==> config.mk <==
export PLATFORM = sky130hd
export DESIGN_NAME = time_slice_task_scheduler_core
export DESIGN_NICKNAME = d
export VERILOG_FILES = /design/src/hdl/tsts_pkg.sv /design/src/hdl/tsts_ram.sv /design/src/hdl/tsts_seq.sv /design/src/hdl/time_slice_task_scheduler_core.sv
export SDC_FILE = /design/constraint.sdc
export NUM_CORES = 1
export LEC_CHECK = 0
export BUFFER_PORTS_ARGS = -buffer_cell sky130_fd_sc_hd__buf_2
export CORE_MARGIN = 10
export CORE_UTILIZATION = 28
export DETAILED_ROUTE_END_ITERATION = 8
export PLACE_DENSITY_LB_ADDON = 0.1
export SKIP_LAST_GASP = 1
export SLEW_MARGIN = 20
export SYNTH_ARGS = -nofsm -noshare
export SYNTH_HDL_FRONTEND = slang
export SYNTH_HIERARCHICAL = 1
export SYNTH_SLANG_ARGS = --single-unit
==> constraint.sdc <==
create_clock -name clk -period 7.2 [get_ports clk]
set_input_delay 0.72 -clock clk [delete_from_list [all_inputs] [get_ports clk]]
set_output_delay 0.72 -clock clk [all_outputs]
set_load 0.03 [all_outputs]
==> src/hdl/tsts_pkg.sv <==
// Shared types, constants and helper functions of the time-slice scheduler.
// No dependencies.
package tsts_pkg;

	localparam int TASK_COUNT = 8;
	localparam int COUNT_BITS = 16;
	localparam int IDX_W      = $clog2(TASK_COUNT);

	localparam int TASK_W     = 3;
	localparam int VALUE_W    = 16;
	localparam int SEED_W     = 16;
	localparam int LEFT_W     = 16;
	localparam int CFG_IDX_W  = 1;

	localparam logic [SEED_W-1:0] LFSR_TAPS = 16'hB400;

	localparam logic [CFG_IDX_W-1:0] CFG_SCHED_MODE  = 1'b0;
	localparam logic [CFG_IDX_W-1:0] CFG_REFILL_SEED = 1'b1;

	typedef enum logic [1:0] {
		OP_TICK    = 2'd0,
		OP_WR_PRIO = 2'd1,
		OP_WR_CNT  = 2'd2,
		OP_NOP     = 2'd3
	} op_t;

	typedef enum logic [2:0] {
		S_IDLE,
		S_CHECK,
		S_SCAN,
		S_SDRAIN,
		S_REFILL,
		S_RDRAIN,
		S_FIN,
		S_OUT
	} state_t;

	typedef struct packed {
		logic                  rd_en;
		logic [IDX_W-1:0]      rd_addr;
		logic                  cnt_we;
		logic                  pri_we;
		logic [IDX_W-1:0]      wr_addr;
		logic [COUNT_BITS-1:0] wr_data;
	} mem_req_t;

	typedef struct packed {
		logic              mode;
		logic              seed_ld;
		logic [SEED_W-1:0] seed;
	} cfg_t;

	typedef struct packed {
		logic [TASK_W-1:0] running_task;
		logic              rescheduled;
		logic              task_changed;
		logic              refilled;
		logic [LEFT_W-1:0] slice_left;
	} result_t;

	function automatic logic [SEED_W-1:0] lfsr_step(input logic [SEED_W-1:0] v);
		lfsr_step = {1'b0, v[SEED_W-1:1]} ^ (v[0] ? LFSR_TAPS : '0);
	endfunction

	function automatic logic [COUNT_BITS-1:0] prio_refill(
		input logic [COUNT_BITS-1:0] cnt,
		input logic [COUNT_BITS-1:0] pri
	);
		logic [COUNT_BITS:0] sum;
		sum = {2'b00, cnt[COUNT_BITS-1:1]} + {1'b0, pri};
		prio_refill = sum[COUNT_BITS] ? '1 : sum[COUNT_BITS-1:0];
	endfunction

endpackage

==> src/hdl/tsts_ram.sv <==
// Generic single-write, single-read RAM with registered read data.
// No dependencies.
module tsts_ram #(
	parameter int WIDTH = 16,
	parameter int DEPTH = 8
) (
	input  logic                     clk,
	input  logic                     we,
	input  logic [$clog2(DEPTH)-1:0] waddr,
	input  logic [WIDTH-1:0]         wdata,
	input  logic                     re,
	input  logic [$clog2(DEPTH)-1:0] raddr,
	output logic [WIDTH-1:0]         rdata
);

	logic [WIDTH-1:0] mem [DEPTH];

	always_ff @(posedge clk) begin
		if (we) begin
			mem[waddr] <= wdata;
		end
		if (re) begin
			rdata <= mem[raddr];
		end
	end

endmodule

==> src/hdl/tsts_seq.sv <==
// Scheduling sequencer: scan, refill and update of the task tables in RAM.
// Depends on tsts_pkg.
module tsts_seq
	import tsts_pkg::*;
(
	input  logic                  clk,
	input  logic                  arst_n,
	input  cfg_t                  cfg,
	input  logic                  start,
	input  op_t                   op_in,
	input  logic [TASK_W-1:0]     idx_in,
	input  logic [VALUE_W-1:0]    val_in,
	output logic                  in_ready,
	input  logic [COUNT_BITS-1:0] cnt_rdata,
	input  logic [COUNT_BITS-1:0] pri_rdata,
	output mem_req_t              mreq,
	input  logic                  out_free,
	output logic                  res_valid,
	output result_t               res
);

	localparam logic [IDX_W-1:0] LAST_IDX  = IDX_W'(TASK_COUNT - 1);
	localparam logic [IDX_W-1:0] FIRST_IDX = IDX_W'(1);

	state_t                state_q, state_d;
	logic [IDX_W-1:0]      run_q, before_q, scan_k_q, best_q, rd_idx_s1;
	logic [COUNT_BITS-1:0] best_val_q;
	logic                  refl_q, resched_q;
	logic                  rd_pend_s1, rd_cvld_s1, rd_pvld_s1;
	logic [TASK_COUNT-1:0] cnt_vld_q, pri_vld_q;
	logic [SEED_W-1:0]     lfsr_q, lfsr_nxt;

	logic [COUNT_BITS-1:0] cnt_rd, pri_rd, refill_val, best_val_nxt;
	logic [IDX_W-1:0]      best_nxt;
	logic                  cand_ok, wr_ok, run_live, go_refill, lfsr_adv;

	assign cnt_rd   = rd_cvld_s1 ? cnt_rdata : '0;
	assign pri_rd   = rd_pvld_s1 ? pri_rdata : '0;
	assign lfsr_nxt = lfsr_step(lfsr_q);

	assign cand_ok = rd_pend_s1 && (cnt_rd != '0) &&
		((best_q == '0) || (cfg.mode ? (cnt_rd > best_val_q) : (cnt_rd < best_val_q)));
	assign best_nxt     = cand_ok ? rd_idx_s1 : best_q;
	assign best_val_nxt = cand_ok ? cnt_rd : best_val_q;

	assign refill_val = cfg.mode ? prio_refill(cnt_rd, pri_rd) : COUNT_BITS'(lfsr_nxt);
	assign wr_ok      = (idx_in != '0) && (32'(idx_in) < TASK_COUNT);
	assign run_live   = (run_q != '0) && (cnt_rd != '0);
	assign go_refill  = (best_nxt == '0) && !refl_q;

	always_comb begin
		state_d = state_q;
		case (state_q)
			S_IDLE: begin
				if (start) begin
					state_d = (op_in == OP_TICK) ? S_CHECK : S_FIN;
				end
			end
			S_CHECK:  state_d = run_live ? S_FIN : S_SCAN;
			S_SCAN: begin
				if (scan_k_q == LAST_IDX) begin
					state_d = S_SDRAIN;
				end
			end
			S_SDRAIN: state_d = go_refill ? S_REFILL : S_FIN;
			S_REFILL: begin
				if (scan_k_q == LAST_IDX) begin
					state_d = S_RDRAIN;
				end
			end
			S_RDRAIN: state_d = S_SCAN;
			S_FIN:    state_d = S_OUT;
			S_OUT: begin
				if (out_free) begin
					state_d = S_IDLE;
				end
			end
			default:  state_d = S_IDLE;
		endcase
	end

	always_comb begin
		mreq         = '0;
		mreq.rd_addr = run_q;
		in_ready     = 1'b0;
		res_valid    = 1'b0;
		lfsr_adv     = 1'b0;
		case (state_q)
			S_IDLE: begin
				in_ready   = 1'b1;
				mreq.rd_en = start && (op_in == OP_TICK);
				if (start && wr_ok) begin
					mreq.cnt_we  = (op_in == OP_WR_CNT);
					mreq.pri_we  = (op_in == OP_WR_PRIO);
					mreq.wr_addr = IDX_W'(idx_in);
					mreq.wr_data = COUNT_BITS'(val_in);
				end
			end
			S_CHECK: begin
				if (run_live) begin
					mreq.cnt_we  = 1'b1;
					mreq.wr_addr = run_q;
					mreq.wr_data = cnt_rd - COUNT_BITS'(1);
				end
			end
			S_SCAN: begin
				mreq.rd_en   = 1'b1;
				mreq.rd_addr = scan_k_q;
			end
			S_SDRAIN: begin
				if (!go_refill && (best_nxt != '0)) begin
					mreq.cnt_we  = 1'b1;
					mreq.wr_addr = best_nxt;
					mreq.wr_data = best_val_nxt - COUNT_BITS'(1);
				end
			end
			S_REFILL: begin
				mreq.rd_en   = 1'b1;
				mreq.rd_addr = scan_k_q;
				if (rd_pend_s1) begin
					mreq.cnt_we  = 1'b1;
					mreq.wr_addr = rd_idx_s1;
					mreq.wr_data = refill_val;
					lfsr_adv     = !cfg.mode;
				end
			end
			S_RDRAIN: begin
				mreq.cnt_we  = 1'b1;
				mreq.wr_addr = rd_idx_s1;
				mreq.wr_data = refill_val;
				lfsr_adv     = !cfg.mode;
			end
			S_FIN: begin
				mreq.rd_en = 1'b1;
			end
			S_OUT: begin
				res_valid = out_free;
			end
			default: ;
		endcase
	end

	always_comb begin
		res.running_task = TASK_W'(run_q);
		res.rescheduled  = resched_q;
		res.task_changed = (run_q != before_q);
		res.refilled     = refl_q;
		res.slice_left   = (32'(cnt_rd) > 32'(16'hFFFF)) ? '1 : LEFT_W'(cnt_rd);
	end

	always_ff @(posedge clk or negedge arst_n) begin
		if (!arst_n) begin
			state_q    <= S_IDLE;
			run_q      <= '0;
			cnt_vld_q  <= '0;
			pri_vld_q  <= '0;
			lfsr_q     <= SEED_W'(1);
			rd_pend_s1 <= 1'b0;
			rd_cvld_s1 <= 1'b0;
			rd_pvld_s1 <= 1'b0;
			refl_q     <= 1'b0;
			resched_q  <= 1'b0;
		end else begin
			state_q    <= state_d;
			rd_pend_s1 <= mreq.rd_en && (state_q == S_SCAN || state_q == S_REFILL);
			if (mreq.rd_en) begin
				rd_cvld_s1 <= cnt_vld_q[mreq.rd_addr];
				rd_pvld_s1 <= pri_vld_q[mreq.rd_addr];
			end
			if (mreq.cnt_we) begin
				cnt_vld_q[mreq.wr_addr] <= 1'b1;
			end
			if (mreq.pri_we) begin
				pri_vld_q[mreq.wr_addr] <= 1'b1;
			end
			if (cfg.seed_ld) begin
				lfsr_q <= (cfg.seed != '0) ? cfg.seed : SEED_W'(1);
			end else if (lfsr_adv) begin
				lfsr_q <= lfsr_nxt;
			end
			case (state_q)
				S_IDLE: begin
					if (start) begin
						refl_q    <= 1'b0;
						resched_q <= 1'b0;
					end
				end
				S_CHECK: begin
					if (!run_live) begin
						resched_q <= 1'b1;
					end
				end
				S_SDRAIN: begin
					if (go_refill) begin
						refl_q <= 1'b1;
					end else begin
						run_q <= best_nxt;
					end
				end
				default: ;
			endcase
		end
	end

	always_ff @(posedge clk) begin
		rd_idx_s1 <= mreq.rd_addr;
		case (state_q)
			S_IDLE: begin
				if (start) begin
					before_q <= run_q;
				end
			end
			S_CHECK, S_RDRAIN: begin
				scan_k_q   <= FIRST_IDX;
				best_q     <= '0;
				best_val_q <= '0;
			end
			S_SCAN: begin
				scan_k_q   <= scan_k_q + IDX_W'(1);
				best_q     <= best_nxt;
				best_val_q <= best_val_nxt;
			end
			S_SDRAIN: begin
				scan_k_q   <= FIRST_IDX;
				best_q     <= best_nxt;
				best_val_q <= best_val_nxt;
			end
			S_REFILL: begin
				scan_k_q <= scan_k_q + IDX_W'(1);
			end
			default: ;
		endcase
	end

endmodule

==> src/hdl/time_slice_task_scheduler_core.sv <==
// Time-slice task scheduler top level: stream ports, configuration, task RAMs.
// Depends on tsts_pkg, tsts_ram and tsts_seq.
//
//   channel   signals                         moves
//   s_*       s_tvalid s_tready s_tdata s_tuser  one command per transfer
//   m_*       m_tvalid m_tready m_tdata m_tuser  one result per command
//   cfg_*     cfg_we cfg_index cfg_wdata       register write, no handshake
//
// Writes and no-ops pass through S_IDLE, S_FIN and S_OUT; a tick that only
// decrements also passes S_CHECK. A tick that reschedules scans the count
// RAM one entry a cycle; if no task has a nonzero count, a refill pass
// (S_REFILL, S_RDRAIN) rewrites the counts and the scan runs again. A new
// command is taken once the result is in the output register; a stalled result
// holds the sequencer. Reset clears the tables through per-entry valid bits.
module time_slice_task_scheduler_core
	import tsts_pkg::*;
(
	input  logic                 clk,
	input  logic                 arst_n,
	input  logic                 cfg_we,
	input  logic [CFG_IDX_W-1:0] cfg_index,
	input  logic [SEED_W-1:0]    cfg_wdata,
	input  logic                 s_tvalid,
	output logic                 s_tready,
	input  logic [23:0]          s_tdata,   // task_index[2:0], write_value[18:3], zero pad
	input  logic [1:0]           s_tuser,   // opcode[1:0]
	output logic                 m_tvalid,
	input  logic                 m_tready,
	output logic [23:0]          m_tdata,   // running_task[2:0], slice_left[18:3], zero pad
	output logic [2:0]           m_tuser    // rescheduled[0], task_changed[1], refilled[2]
);

	cfg_t                  cfg;
	logic                  mode_q;
	logic                  start, in_ready, out_free, res_valid;
	mem_req_t              mreq;
	result_t               res, res_q;
	logic [COUNT_BITS-1:0] cnt_rdata, pri_rdata;

	always_ff @(posedge clk or negedge arst_n) begin
		if (!arst_n) begin
			mode_q <= 1'b0;
		end else if (cfg_we && cfg_index == CFG_SCHED_MODE) begin
			mode_q <= cfg_wdata[0];
		end
	end

	assign cfg.mode    = mode_q;
	assign cfg.seed_ld = cfg_we && (cfg_index == CFG_REFILL_SEED);
	assign cfg.seed    = cfg_wdata;

	assign s_tready = in_ready;
	assign start    = s_tvalid && in_ready;
	assign out_free = !m_tvalid || m_tready;

	tsts_ram #(.WIDTH(COUNT_BITS), .DEPTH(TASK_COUNT)) u_cnt_ram (
		.clk   (clk),
		.we    (mreq.cnt_we),
		.waddr (mreq.wr_addr),
		.wdata (mreq.wr_data),
		.re    (mreq.rd_en),
		.raddr (mreq.rd_addr),
		.rdata (cnt_rdata)
	);

	tsts_ram #(.WIDTH(COUNT_BITS), .DEPTH(TASK_COUNT)) u_pri_ram (
		.clk   (clk),
		.we    (mreq.pri_we),
		.waddr (mreq.wr_addr),
		.wdata (mreq.wr_data),
		.re    (mreq.rd_en),
		.raddr (mreq.rd_addr),
		.rdata (pri_rdata)
	);

	tsts_seq u_seq (
		.clk       (clk),
		.arst_n    (arst_n),
		.cfg       (cfg),
		.start     (start),
		.op_in     (op_t'(s_tuser)),
		.idx_in    (s_tdata[2:0]),
		.val_in    (s_tdata[18:3]),
		.in_ready  (in_ready),
		.cnt_rdata (cnt_rdata),
		.pri_rdata (pri_rdata),
		.mreq      (mreq),
		.out_free  (out_free),
		.res_valid (res_valid),
		.res       (res)
	);

	always_ff @(posedge clk or negedge arst_n) begin
		if (!arst_n) begin
			m_tvalid <= 1'b0;
		end else if (res_valid) begin
			m_tvalid <= 1'b1;
		end else if (m_tready) begin
			m_tvalid <= 1'b0;
		end
	end

	always_ff @(posedge clk) begin
		if (res_valid) begin
			res_q <= res;
		end
	end

	assign m_tdata = {5'b0, res_q.slice_left, res_q.running_task};
	assign m_tuser = {res_q.refilled, res_q.task_changed, res_q.rescheduled};

endmodule

==> results.py <==
metrics = {
    "power": {
        "peakVddDrop_v": 0.000183,
        "leakage_nw": 7.31,
        "power_density_nw_per_um2": 475,
    },
    "sta": {
        "skew_ns": 0.0215,
        "rsz0062_at_grt": "false",
        "worstMarginPinSlew_ns": 0.938,
        "fin_crit_sh_pct": 78.7,
        "setup_viol": 0,
        "slew_headroom_pct": 37.5,
        "max_freq_mhz": 177,
        "slew_viol_final": 0,
        "setup_tns_ns": 0,
        "min_period_ns": 5.66,
        "setup_ws_ns": 1.54,
        "hold_viol": 0,
    },
    "synth": {
        "synth_edf_count": 335,
        "synth_ff_type": "edfxtp_1",
        "synthArstFlopShare_pct": 11.7,
        "seq_area_frac_synth_pct": 63.1,
        "synth_area_um2": 17800,
        "ys_top_cells_by_area": "edfxtp_1 (56%), mux4_1 (8.3%), dfrtp_1 (6.2%)",
        "ys_seq_elements": 383,
        "yosys.cell_types.count": 81,
        "avgSynthCellArea_um2": 14.8,
        "syn_inst": 1201,
        "yosysWarnings": 6,
        "synth_area_leader_cell": "edfxtp_1",
        "synth_top_cell_area_share_pct": 56.5,
    },
    "finish": {
        "drive_gt1_share_pct": 21.1,
        "syn_to_final_growth_pct": 16.9,
        "final_common_cell": "edfxtp_1",
        "layout_common_cells": "edfxtp_1 (335), nand2_1 (93), buf_2 (66)",
        "nFillCells": 6261,
        "fin_nets": 1385,
        "diodes": 0,
    },
    "critical_path": {
        "cp_slowest_cell": "dfrtp_1",
        "crit_family": "simple AND/OR/NAND/NOR gates",
        "cp-end-kind": "flip-flop",
        "cp_data_arrival_time_ns": 5.96,
        "reg2regPathDepth": 20,
        "critPathRequiredTime_ns": 7.50,
        "path_cells": "buf_4 -> nand2_1 -> inv_1 -> ha_1 -> nand4_1 -> or4_4 -> nor4_2 -> o21ai_1 -> mux2_4 -> nand2_4 -> nor2_1 -> a21oi_1 -> ha_1 -> nand2_1 -> nor3_1 -> and4_1 -> o211ai_2 -> xnor2_1 -> o211ai_1 -> buf_4",
        "cp_max_fo": 20,
        "worst-setup-path-type": "flip-flop to flip-flop",
        "critPathLaunchType": "flip-flop",
        "cp.depth": 20,
        "crit_path_max_incr_delay_ns": 0.74,
        "crit_buf_inv": 3,
    },
    "global_route": {
        "grt_pass1_vias": 10900,
        "grt_pass1_wl_mm": 74.2,
        "overflow": 0,
        "track_usage_pct": 13.4,
        "grt_max_degree": 46,
        "antenna_found_initial": 1,
    },
    "floorplanning": {
        "start_util_pct": 28.2,
        "io_pins": 77,
        "die_area_um2": 74100,
        "rows": 92,
        "core_area_um2": 63100,
        "die_y_um": 272,
        "die_w_um": 272,
    },
    "routing": {
        "drt-initial-drc-count": 835,
        "ant_nets": 0,
        "drt-total-wl_mm": 49.9,
        "routedWlPerCell_um": 22.8,
        "drc": 0,
        "via_per_inst": 4.79,
        "via_count": 10500,
        "firstDrtPassIters": 5,
    },
    "cts": {
        "cts_sinks": 383,
        "cts-buffers-inserted": 44,
        "clk_pin_slew_ns": 0.06,
        "cts_root_buf": "clkbuf_16",
        "htreeDepth": 2,
        "cts_setup_buffers": 0,
        "post_cts_resized": 0,
        "cts_tree": "built",
        "insertion_delay_ns": 0.58,
        "cts_buffer_depth": 3,
        "cts_hold_buffers": 0,
    },
    "placement": {
        "pre_cts_slack_ns": 1.61,
        "gp_congestion": 0.856,
        "port_buffers": 66,
        "dp_hpwl_mm": 33.7,
    },
    "min_path": {
        "hold_path.class": "primary input to asynchronous set/reset pin",
    },
    "flow_run": {
        "drv_cap": 0,
    },
    "outcome": {
        "outcome": "completed",
    },
}
-- Yosys cell counts (all sizes together), types with 3 or more instances --
cell / instances
dfxtp: 3
o211ai: 16
xor2: 8
o2111ai: 3
buf: 34
nor3: 20
o41ai: 4
a31oi: 5
a222oi: 3
inv: 42
o21a: 3
nand3b: 3
a31o: 9
xnor2: 39
mux2: 35
o31ai: 9
nor2: 68
and2: 31
nand2b: 14
o221ai: 18
a21o: 5
or4: 7
o21ai: 51
nor4: 10
a22oi: 11
or3: 8
nand2: 94
clkbuf: 33
dfrtp: 44
a21oi: 50
a41oi: 4
nand3: 19
nor2b: 4
o21bai: 4
nand4: 5
mux2i: 28
edfxtp: 335
mux4: 64
ha: 32
o31a: 4
-- registers in the layout, indices dropped and copies added (netlist names), 8 cells and up --
signal,cells
u_seq/cnt_vld_q,8
u_seq/pri_vld_q,8
u_seq/lfsr_q,16
u_cnt_ram/rdata,16
m_tdata,19
u_pri_ram/rdata,16
u_seq/best_val_q,16
u_pri_ram/mem,128
u_cnt_ram/mem,128
-- final timing paths --
kind                                           startpoint                              to  slack, ns
min in group clk                             cfg_wdata[1]     u_seq/lfsr_q[1]$_DFFE_PN0P_       0.36
min                                                arst_n     u_seq/resched_q$_DFFE_PN0P_       0.27
max                          u_seq/rd_cvld_s1$_DFFE_PN0P_  u_cnt_ram/mem[0][14]$_DFFE_PP_       1.54
max in group asynchronous                          arst_n    u_seq/lfsr_q[15]$_DFFE_PN0P_       6.46
min reg2reg                u_seq/pri_vld_q[0]$_DFFE_PN0P_  u_seq/pri_vld_q[0]$_DFFE_PN0P_       0.38
max reg2reg                  u_seq/rd_cvld_s1$_DFFE_PN0P_  u_cnt_ram/mem[0][14]$_DFFE_PP_       1.54
-- power breakdown --
part	total, W	internal, W	leakage, nW	switching [W]
logic	0.00413	0.00156	2.93	0.00258
registers	0.00354	0.00323	3.69	0.000312
clock network	0.00221	0.00128	0.691	0.000931
total	0.00988	0.00606	7.31	0.00382
-- layer usage --
layer | up-vias | track usage, % | share of wire, %
met5 | - | 0 | 0
met4 | 0 | 4.50 | 2.9
met3 | 73 | 2.40 | 4.1
met2 | 203 | 21.7 | 47
met1 | 5299 | 17.8 | 46
li1 | 4910 | - | -
-- layout make-up --
cell class	instances	area, µm²	area share, %
sequential	383	11200	54.0
tap	846	1060	5.08
inverter	42	159	0.763
clock buffer	53	1180	5.65
clock inverter	29	256	1.23
multi-input combinational	713	6160	29.6
timing repair buffer	121	763	3.67
-- per-stage QoR --
step	hold WS [ns]	area, µm²	utilization, %	total power [W]	std cells
after floorplan	0.421	17800	-	0.00630	1205
after global placement	0.368	19400	30.7	0.00776	2104
after detailed placement	0.367	19400	30.7	0.00778	2105
after CTS	0.273	20800	33.0	0.0101	2187
after global routing	0.306	20800	33.0	0.0105	2187
final	0.266	20800	33.0	0.00988	2187
-- cells by family (layout without fill, tap and decap cells) --
kind of cell | Yosys count | in the layout | synth area share, %
DFF | 383 | 383 | 63.1
other | 1 | 5 | 0.0210
AOI/OAI and AO/OA | 214 | 214 | 8.24
xor gates and xnor gates | 47 | 47 | 2.31
muxes | 127 | 127 | 13.1
buffers and inverters | 109 | 245 | 2.92
and+or+nand+nor | 288 | 288 | 8.04
adders and majority gates | 32 | 32 | 2.25
Power figures use the tool's default switching activity.
